<file path="src/rtl/ied_pkg.sv">
package ied_pkg;

	localparam int MAX_LEN_DEF = 32;
	localparam int CHAR_W      = 8;
	localparam int THR_W       = 7;
	localparam int DIST_W      = 7;

	localparam logic [THR_W-1:0]  THR_RESET = 7'd1;
	localparam logic [DIST_W-1:0] DIST_SAT  = 7'd127;

	// control bits that travel with a second-word character along the row
	typedef struct packed {
		logic valid;
		logic upd;
		logic last;
	} ied_flags_t;

	// first-word load broadcast to every cell
	typedef struct packed {
		logic              wr;
		logic              start;
		logic [CHAR_W-1:0] ch;
	} ied_load_t;

endpackage

</file>
<file path="src/rtl/ied_cell.sv">
module ied_cell
	import ied_pkg::*;
#(
	parameter int K  = 1,
	parameter int IW = 6,
	parameter int VW = 7
) (
	input  logic              clk,
	input  logic              arst_n,
	input  logic              adv,
	input  ied_load_t         load,
	input  logic [IW-1:0]     load_idx,
	input  ied_flags_t        flags_i,
	input  logic [CHAR_W-1:0] ch_i,
	input  logic [VW-1:0]     left_i,
	input  logic [VW-1:0]     diag_i,
	output ied_flags_t        flags_o,
	output logic [CHAR_W-1:0] ch_o,
	output logic [VW-1:0]     left_o,
	output logic [VW-1:0]     diag_o
);

	logic [CHAR_W-1:0] fw_q;
	logic [VW-1:0]     dp_q;
	logic              act_q;
	logic              hit;
	logic              match;
	logic [VW-1:0]     up1;
	logic [VW-1:0]     left1;
	logic [VW-1:0]     best;

	assign hit = (load_idx == IW'(K));

	always_comb begin
		match = act_q && (fw_q == ch_i);
		up1   = dp_q + VW'(1);
		left1 = left_i + VW'(1);
		best  = (up1 < left1) ? up1 : left1;
		if (match && (diag_i < best)) begin
			best = diag_i;
		end
	end

	// active flag marks cells inside the stored first word
	always_ff @(posedge clk or negedge arst_n) begin
		if (!arst_n) begin
			act_q   <= 1'b0;
			flags_o <= '0;
		end else begin
			if (load.wr) begin
				if (load.start) begin
					act_q <= hit;
				end else if (hit) begin
					act_q <= 1'b1;
				end
			end
			if (adv) begin
				flags_o <= flags_i;
			end
		end
	end

	always_ff @(posedge clk) begin
		if (load.wr && hit) begin
			fw_q <= load.ch;
			dp_q <= VW'(K);
		end
		if (adv) begin
			ch_o   <= ch_i;
			diag_o <= dp_q;
			if (flags_i.valid && act_q && flags_i.upd) begin
				dp_q   <= best;
				left_o <= best;
			end else if (act_q) begin
				left_o <= dp_q;
			end else begin
				left_o <= left_i;
			end
		end
	end

endmodule

</file>
<file path="src/rtl/indel_edit_distance.sv">
// insertion/deletion edit distance between two byte words
//
// input channel (char_valid / char_stall): one byte per transaction, with
// word_select choosing the word and last_char closing it. first-word bytes
// are stored in a row of MAX_LEN cells; extra bytes are dropped and flagged.
// each second-word byte enters the row as a wavefront that moves one cell
// per cycle while the row is not frozen, so second-word bytes are taken
// back to back, one per cycle. a first-word byte is held off (char_stall)
// until the row has drained and the last second-word byte has left it.
//
// result channel (result_valid / result_stall): one transaction per word
// pair whose second word is closed, registered as its last byte leaves the row.
// a stalled result holds; the whole row freezes and char_stall stays high
// until the result is taken.
//
// threshold_we / threshold_wdata write the match threshold (reset 1).
// reset clears the pair state, the row's token flags and the result valid;
// stored bytes come back only as they are written again.
module indel_edit_distance
	import ied_pkg::*;
#(
	parameter int MAX_LEN = MAX_LEN_DEF
) (
	input  logic              clk,
	input  logic              arst_n,
	input  logic              char_valid,
	output logic              char_stall,
	input  logic              word_select,
	input  logic [CHAR_W-1:0] character,
	input  logic              last_char,
	output logic              result_valid,
	input  logic              result_stall,
	output logic [DIST_W-1:0] distance,
	output logic              within_threshold,
	output logic              overflow,
	input  logic              threshold_we,
	input  logic [THR_W-1:0]  threshold_wdata
);

	// index of a stored byte and count of second-word bytes
	localparam int IW = $clog2(MAX_LEN + 1);
	// row values reach twice MAX_LEN, plus one inside the cell compare
	localparam int VW = $clog2(2 * MAX_LEN + 2);
	localparam int EW = (VW > DIST_W) ? VW : DIST_W;

	// pair state
	logic [IW-1:0]    first_length_q;
	logic [IW-1:0]    second_count_q;
	logic             loading_q;
	logic             ovf_q;
	logic             ovf_pend_q;
	logic [THR_W-1:0] thr_q;

	// token path: entry 0 is the row input, entry k the output of cell k
	ied_flags_t        flags_c [0:MAX_LEN];
	logic [CHAR_W-1:0] ch_c    [0:MAX_LEN];
	logic [VW-1:0]     left_c  [0:MAX_LEN];
	logic [VW-1:0]     diag_c  [0:MAX_LEN];

	ied_load_t     load;
	logic [IW-1:0] load_idx;
	logic [IW-1:0] base_len;
	logic          start;
	logic          full;
	logic          adv;
	logic          busy;
	logic          accept;
	logic          upd;
	logic [EW-1:0] d_ext;

	// the row only moves when the result register can take what comes out
	assign adv        = !(result_valid && result_stall);
	assign char_stall = !adv || (!word_select && busy);
	assign accept     = char_valid && !char_stall;

	always_comb begin
		busy = 1'b0;
		for (int k = 0; k <= MAX_LEN; k++) begin
			busy = busy | flags_c[k].valid;
		end
	end

	// first-word load: a new word starts after a finished or aborted pair
	assign start    = loading_q || (first_length_q == '0);
	assign base_len = start ? '0 : first_length_q;
	assign full     = (base_len >= IW'(MAX_LEN));
	assign load_idx = base_len + IW'(1);

	always_comb begin
		load.wr    = accept && !word_select && !full;
		load.start = start;
		load.ch    = character;
	end

	assign upd = (second_count_q < IW'(MAX_LEN));

	always_ff @(posedge clk or negedge arst_n) begin
		if (!arst_n) begin
			first_length_q <= '0;
			second_count_q <= '0;
			loading_q      <= 1'b0;
			ovf_q          <= 1'b0;
			ovf_pend_q     <= 1'b0;
			thr_q          <= THR_RESET;
			flags_c[0]     <= '0;
		end else begin
			if (threshold_we) begin
				thr_q <= threshold_wdata;
			end
			// second-word byte enters the row, otherwise an empty slot
			if (accept && word_select && loading_q) begin
				flags_c[0] <= '{valid: 1'b1, upd: upd, last: last_char};
			end else if (adv) begin
				flags_c[0] <= '0;
			end
			if (accept && !word_select) begin
				// first-word byte, possibly opening a new pair
				if (!full) begin
					first_length_q <= load_idx;
				end else begin
					first_length_q <= base_len;
				end
				ovf_q <= (start ? 1'b0 : ovf_q) | full;
				if (start || last_char) begin
					second_count_q <= '0;
				end
				loading_q <= last_char;
			end else if (accept && loading_q) begin
				if (last_char) begin
					ovf_pend_q     <= ovf_q | !upd;
					first_length_q <= '0;
					second_count_q <= '0;
					loading_q      <= 1'b0;
					ovf_q          <= 1'b0;
				end else if (upd) begin
					second_count_q <= second_count_q + IW'(1);
				end else begin
					ovf_q <= 1'b1;
				end
			end
		end
	end

	// column zero of the row is the second-word count itself
	always_ff @(posedge clk) begin
		if (adv) begin
			ch_c[0]   <= character;
			diag_c[0] <= VW'(second_count_q);
			if (upd) begin
				left_c[0] <= VW'(second_count_q) + VW'(1);
			end else begin
				left_c[0] <= VW'(second_count_q);
			end
		end
	end

	for (genvar k = 1; k <= MAX_LEN; k++) begin : g_cell
		ied_cell #(
			.K  (k),
			.IW (IW),
			.VW (VW)
		) u_cell (
			.clk      (clk),
			.arst_n   (arst_n),
			.adv      (adv),
			.load     (load),
			.load_idx (load_idx),
			.flags_i  (flags_c[k-1]),
			.ch_i     (ch_c[k-1]),
			.left_i   (left_c[k-1]),
			.diag_i   (diag_c[k-1]),
			.flags_o  (flags_c[k]),
			.ch_o     (ch_c[k]),
			.left_o   (left_c[k]),
			.diag_o   (diag_c[k])
		);
	end

	// inactive cells pass the value through, so the row end carries the
	// entry for the full first word
	assign d_ext = EW'(left_c[MAX_LEN]);

	always_ff @(posedge clk or negedge arst_n) begin
		if (!arst_n) begin
			result_valid <= 1'b0;
		end else begin
			if (adv && flags_c[MAX_LEN].valid && flags_c[MAX_LEN].last) begin
				result_valid <= 1'b1;
			end else if (!result_stall) begin
				result_valid <= 1'b0;
			end
		end
	end

	always_ff @(posedge clk) begin
		if (adv && flags_c[MAX_LEN].valid && flags_c[MAX_LEN].last) begin
			distance         <= (d_ext > EW'(DIST_SAT)) ? DIST_SAT : d_ext[DIST_W-1:0];
			within_threshold <= (d_ext <= EW'(thr_q));
			overflow         <= ovf_pend_q;
		end
	end

endmodule

</file>
<file path="config.mk">
export PLATFORM = sky130hd
export DESIGN_NAME = indel_edit_distance
export DESIGN_NICKNAME = d
export VERILOG_FILES = /design/src/rtl/ied_pkg.sv /design/src/rtl/ied_cell.sv /design/src/rtl/indel_edit_distance.sv
export SDC_FILE = /design/constraint.sdc
export NUM_CORES = 2
export LEC_CHECK = 0
export ABC_AREA = 1
export BUFFER_PORTS_ARGS = -buffer_cell sky130_fd_sc_hd__buf_2
export CAP_MARGIN = 20
export CORE_MARGIN = 1.5
export CORE_UTILIZATION = 44
export CTS_CLUSTER_DIAMETER = 60
export DETAILED_ROUTE_END_ITERATION = 12
export PLACE_DENSITY = 0.71
export SYNTH_ARGS = -nofsm -noshare
export SYNTH_HDL_FRONTEND = slang
export SYNTH_HIERARCHICAL = 1
export SYNTH_SLANG_ARGS = --single-unit
</file>
<file path="constraint.sdc">
create_clock -name clk -period 41.6 [get_ports clk]
set_input_delay 6.24 -clock clk [delete_from_list [all_inputs] [get_ports clk]]
set_output_delay 6.24 -clock clk [all_outputs]
set_load 0.05 [all_outputs]
</file>
* Word level (Yosys, flattened, before mapping)
Index checks and enable logic that the tools add are counted.
** Word-level totals
- Word-level logic and storage cells :: 1101
- Input port bits :: 22
- Register bits :: 1352
- Output and inout bits :: 11
** Cells by class
- Add/sub/neg operators :: 67
- Multiplexer cells :: 311
- Equal/unequal tests :: 68
- Bitwise gates (word level) :: 35
- Reduce and logical (&&, ||, !) cells :: 250
- Magnitude comparators :: 68
** Operators by type and width (number)
- 7-bit two-way mux :: 224
- 7-bit by 1-bit adder with 7-bit output (second input constant) :: 64
- 7-bit less-than comparator :: 63
- 8-bit == test :: 32
- 1-bit logical AND :: 170
- 6-bit by 5-bit == test with 1-bit output (second input constant) :: 16
- 1-bit two-way mux :: 74
- 2-bit AND reduction :: 34
- 2-bit nonzero test :: 34
- 6-bit two-way mux :: 11
- 6-bit by 4-bit == test with 1-bit output (second input constant) :: 8
- 1-bit OR :: 34
- 6-bit by 3-bit == test with 1-bit output (second input constant) :: 4
- 6-bit by 1-bit adder with 6-bit output (second input constant) :: 2
- 6-bit by 2-bit == test with 1-bit output (second input constant) :: 2
- 6-bit by 1-bit adder with 7-bit output (second input constant) :: 1
- 7-bit > comparator (second input constant) :: 1
- 7-bit <= comparator :: 1
- 6-bit by 7-bit less-than comparator with 1-bit output :: 1
- 6-bit by 1-bit == test with 1-bit output (second input constant) :: 1
- 6-bit == test (second input constant) :: 1
- 6-bit greater-or-equal comparator (second input constant) :: 1
- 6-bit logical NOT :: 1
- 6-bit less-than comparator (second input constant) :: 1
- 8 further kinds :: 18

* Logic depth before layout (Yosys ltp)
- Word-level depth :: 42
- Depth in mapped cells :: 28
- Gate-level depth less buffers :: 26

* Hierarchy
Netlist, hierarchy kept.
** Modules (own cells, without submodules)
- ied_cell (g_cell[20].u_cell ...) :: cells each 263, times used 2, sequential area each 1141.1 um^2, area each 2372.3 um^2
- indel_edit_distance :: cells each 299, times used 1, sequential area each 1552.7 um^2, area each 2792.7 um^2
- ied_cell (g_cell[30].u_cell) :: cells each 275, times used 1, sequential area each 1141.1 um^2, area each 2514.9 um^2
- ied_cell (g_cell[29].u_cell) :: cells each 277, times used 1, sequential area each 1141.1 um^2, area each 2509.9 um^2
- ied_cell (g_cell[27].u_cell) :: cells each 274, times used 1, sequential area each 1141.1 um^2, area each 2484.9 um^2
- ied_cell (g_cell[23].u_cell) :: cells each 274, times used 1, sequential area each 1141.1 um^2, area each 2483.6 um^2
- ied_cell (g_cell[31].u_cell) :: cells each 275, times used 1, sequential area each 1141.1 um^2, area each 2477.4 um^2
- ied_cell (g_cell[15].u_cell) :: cells each 271, times used 1, sequential area each 1141.1 um^2, area each 2451.1 um^2
- ied_cell (g_cell[26].u_cell) :: cells each 275, times used 1, sequential area each 1141.1 um^2, area each 2412.3 um^2
- ied_cell (g_cell[12].u_cell) :: cells each 262, times used 1, sequential area each 1141.1 um^2, area each 2406.1 um^2
- ied_cell (g_cell[1].u_cell) :: cells each 256, times used 1, sequential area each 1141.1 um^2, area each 2394.8 um^2
- ied_cell (g_cell[18].u_cell) :: cells each 264, times used 1, sequential area each 1141.1 um^2, area each 2393.5 um^2
- ied_cell (g_cell[17].u_cell) :: cells each 266, times used 1, sequential area each 1141.1 um^2, area each 2391.0 um^2
- ied_cell (g_cell[3].u_cell) :: cells each 259, times used 1, sequential area each 1141.1 um^2, area each 2391.0 um^2
- +18 rows

* Worst setup path before layout
OpenSTA, ideal clock, no wires.
- Path kind :: input to output
- Start :: input result_stall
- End :: output char_stall
- Data required time :: 35.360 ns
- Buffers on the path :: 0
- Slack :: 5.601 ns
- Stages on the path :: 2
- Data arrival time :: 29.759 ns
- Cell sequence :: nand2_1 > nand2_1
** Between the ends
- Word-level cells in the longest chain between the ends :: 2
** RTL lines
- start, declared :: RTL line indel_edit_distance.sv:32 : input logic result_stall,
- 1-bit logical AND :: RTL line indel_edit_distance.sv:72 : assign adv = !(result_valid && result_stall);
- 1-bit logical OR :: RTL line indel_edit_distance.sv:73 : assign char_stall = !adv || (!word_select && busy);
- end, declared :: RTL line indel_edit_distance.sv:27 : output logic char_stall,
Every way passes these cells.

* Worst setup path in the final report
Same ends and word-level chain as after synthesis.

==> impl_metrics.ini <==
[routing]
num_vias = 60700
wl_per_cell_um = 17.0
postRouteAntennaNets = 0
wirelength_um = 193000
via_per_inst = 5.36
drc = 0
initialDrtViolationCount = 5073
drt_pass1_iterations = 9

[worst_setup_path]
cp.arrival_ps = 7170
critPathMaxFanout = 42
startpoint_type = input port
cp_slowest_cell = nand2_4
worstSetupPathType = input port to output pin
worstPathCellList = buf_2 > nand2_4 > nand2_1 > buf_2
cp.required_ps = 35360
cp_num_buf_inv = 2
slowest_delay_ps = 450
cpMostUsedCell = buf_2
end_kind = output pin
critPathTopFamily = simple AND/OR/NAND/NOR gates

[place]
place_area_um2 = 81500
place_inst = 11000
hpwl_um = 137000
gp_congestion = 0.918
place_ws_ps = 28170
portBuffers = 32

[cells_and_area]
postLayoutCoreUtil_pct = 48.6
fin_area_um2 = 86700
drive_gt1_share_pct = 11.5
final_cell_mix = 1,673 x nand2_1, 1,205 x inv_1, 1,050 x nand3_1
layout.nets = 9291
syn2layout_area_growth_pct = 9.84
stdcell_count = 11300
final_common_cell = nand2_1

[power_and_ir_drop]
finalPower_mw = 5.18
p_leak_nw = 39.4
vdd_ir_drop_max_uv = 46.9
power_density_nw_per_um2 = 59.7

[cts]
clockBufferDepth = 3
cts_root_buffer = clkbuf_16
htreeDepth = 4
hold_buffers = 0
cts_setup_buffers = 0
tritoncts = yes
insertion_delay_ps = 790
clk_pin_slew_ps = 60
cts_resized = 0
cts_made_buffers = 149
cts_sinks = 1352

[sta]
final-setup-viol-count = 0
fin_ws_ps = 28190
finalHoldViolations = 0
finalCriticalPeriod_ps = 13410
post-route-period-util_pct = 32.2
fin_setup_tns_ps = 0
final_max_slew_viol_count = 0
tightestPinTransition_ps = 997
holdWs_ps = 448
finClkSkew_ps = 35.7
maxSlewHeadroom_pct = 33.4
timing.fmax_mhz = 74.6
rsz0062_at_grt = false

[global_routing]
grt_antenna_before_repair = 5
grt_pass1_vias = 58900
grt_pass1_wl_um = 308000
groute.usage.overall_pct = 20.9
grt_max_degree = 162
grt-ovfl-total = 0

[die]
rows = 155
initial_core_util_pct = 44.3
die_h_um = 427
die_w_um = 427
ioPinCount = 33
dieArea_um2 = 182000
coreArea_um2 = 178000

[worst_hold_path]
hold_path.class = flop to flop

[synth]
synthCells = 8758
ys_warn_count = 6
synth_area_um2 = 79000
syn_area_per_cell_um2 = 9.02

[outcome]
outcome = completed

[job]
max-cap-violations = 0
[layout make-up]
type                            instances  area [um^2]
Antenna cell                            1         2.50
Inverter                             1288         4830
Multi-Input combinational cell       5990        35700
Timing Repair Buffer                   61          429
Clock inverter                         94         1240
Fill cell                           16300        91700
Clock buffer                          185         3980
Tap cell                             2355         2950
Sequential cell                      1352        37600
[path summary, 6_finish.rpt]
check | from | end | slack [ps] | depth (start not counted)
setup / recovery | result_stall | char_stall | 28190 | 4
min in group asynchronous | arst_n | second_count_q[1] | 5560 | 1
hold / removal | g_cell[3].u_cell/ch_o[1] | g_cell[4].u_cell/ch_o[1] | 450 | 0
setup reg to reg | result_valid | g_cell[12].u_cell/dp_q[2] | 36700 | 12
hold reg to reg | g_cell[3].u_cell/ch_o[1] | g_cell[4].u_cell/ch_o[1] | 450 | 0
max in group asynchronous | arst_n | g_cell[29].u_cell/act_q | 34570 | 2
[per-layer routing]
metal | vias to the layer above | GRT usage [%] | share of wire (%)
met5 | - | 0 | 0
met4 | 0 | 6.39 | 2.7
met3 | 389 | 2.81 | 5.8
met2 | 1834 | 35.1 | 47
met1 | 28800 | 28.0 | 44
li1 | 29700 | - | -
[registers in the layout, summed over array words and instances (netlist names), 8 cells and up]
name,flops
ch_c,8
g_cell.u_cell/fw_q,256
g_cell.u_cell/flags_o,95
g_cell.u_cell/diag_o,217
g_cell.u_cell/act_q,32
g_cell.u_cell/left_o,224
g_cell.u_cell/dp_q,224
g_cell.u_cell/ch_o,248
[power breakdown]
part | leakage, nW | switching, mW | total (mW) | internal, mW
logic | 22.9 | 1.27 | 1.95 | 0.683
registers | 14.0 | 0.192 | 1.84 | 1.65
clock network | 2.51 | 0.565 | 1.38 | 0.818
total | 39.4 | 2.03 | 5.18 | 3.15
Note: power is estimated with default switching activity, not from simulation.
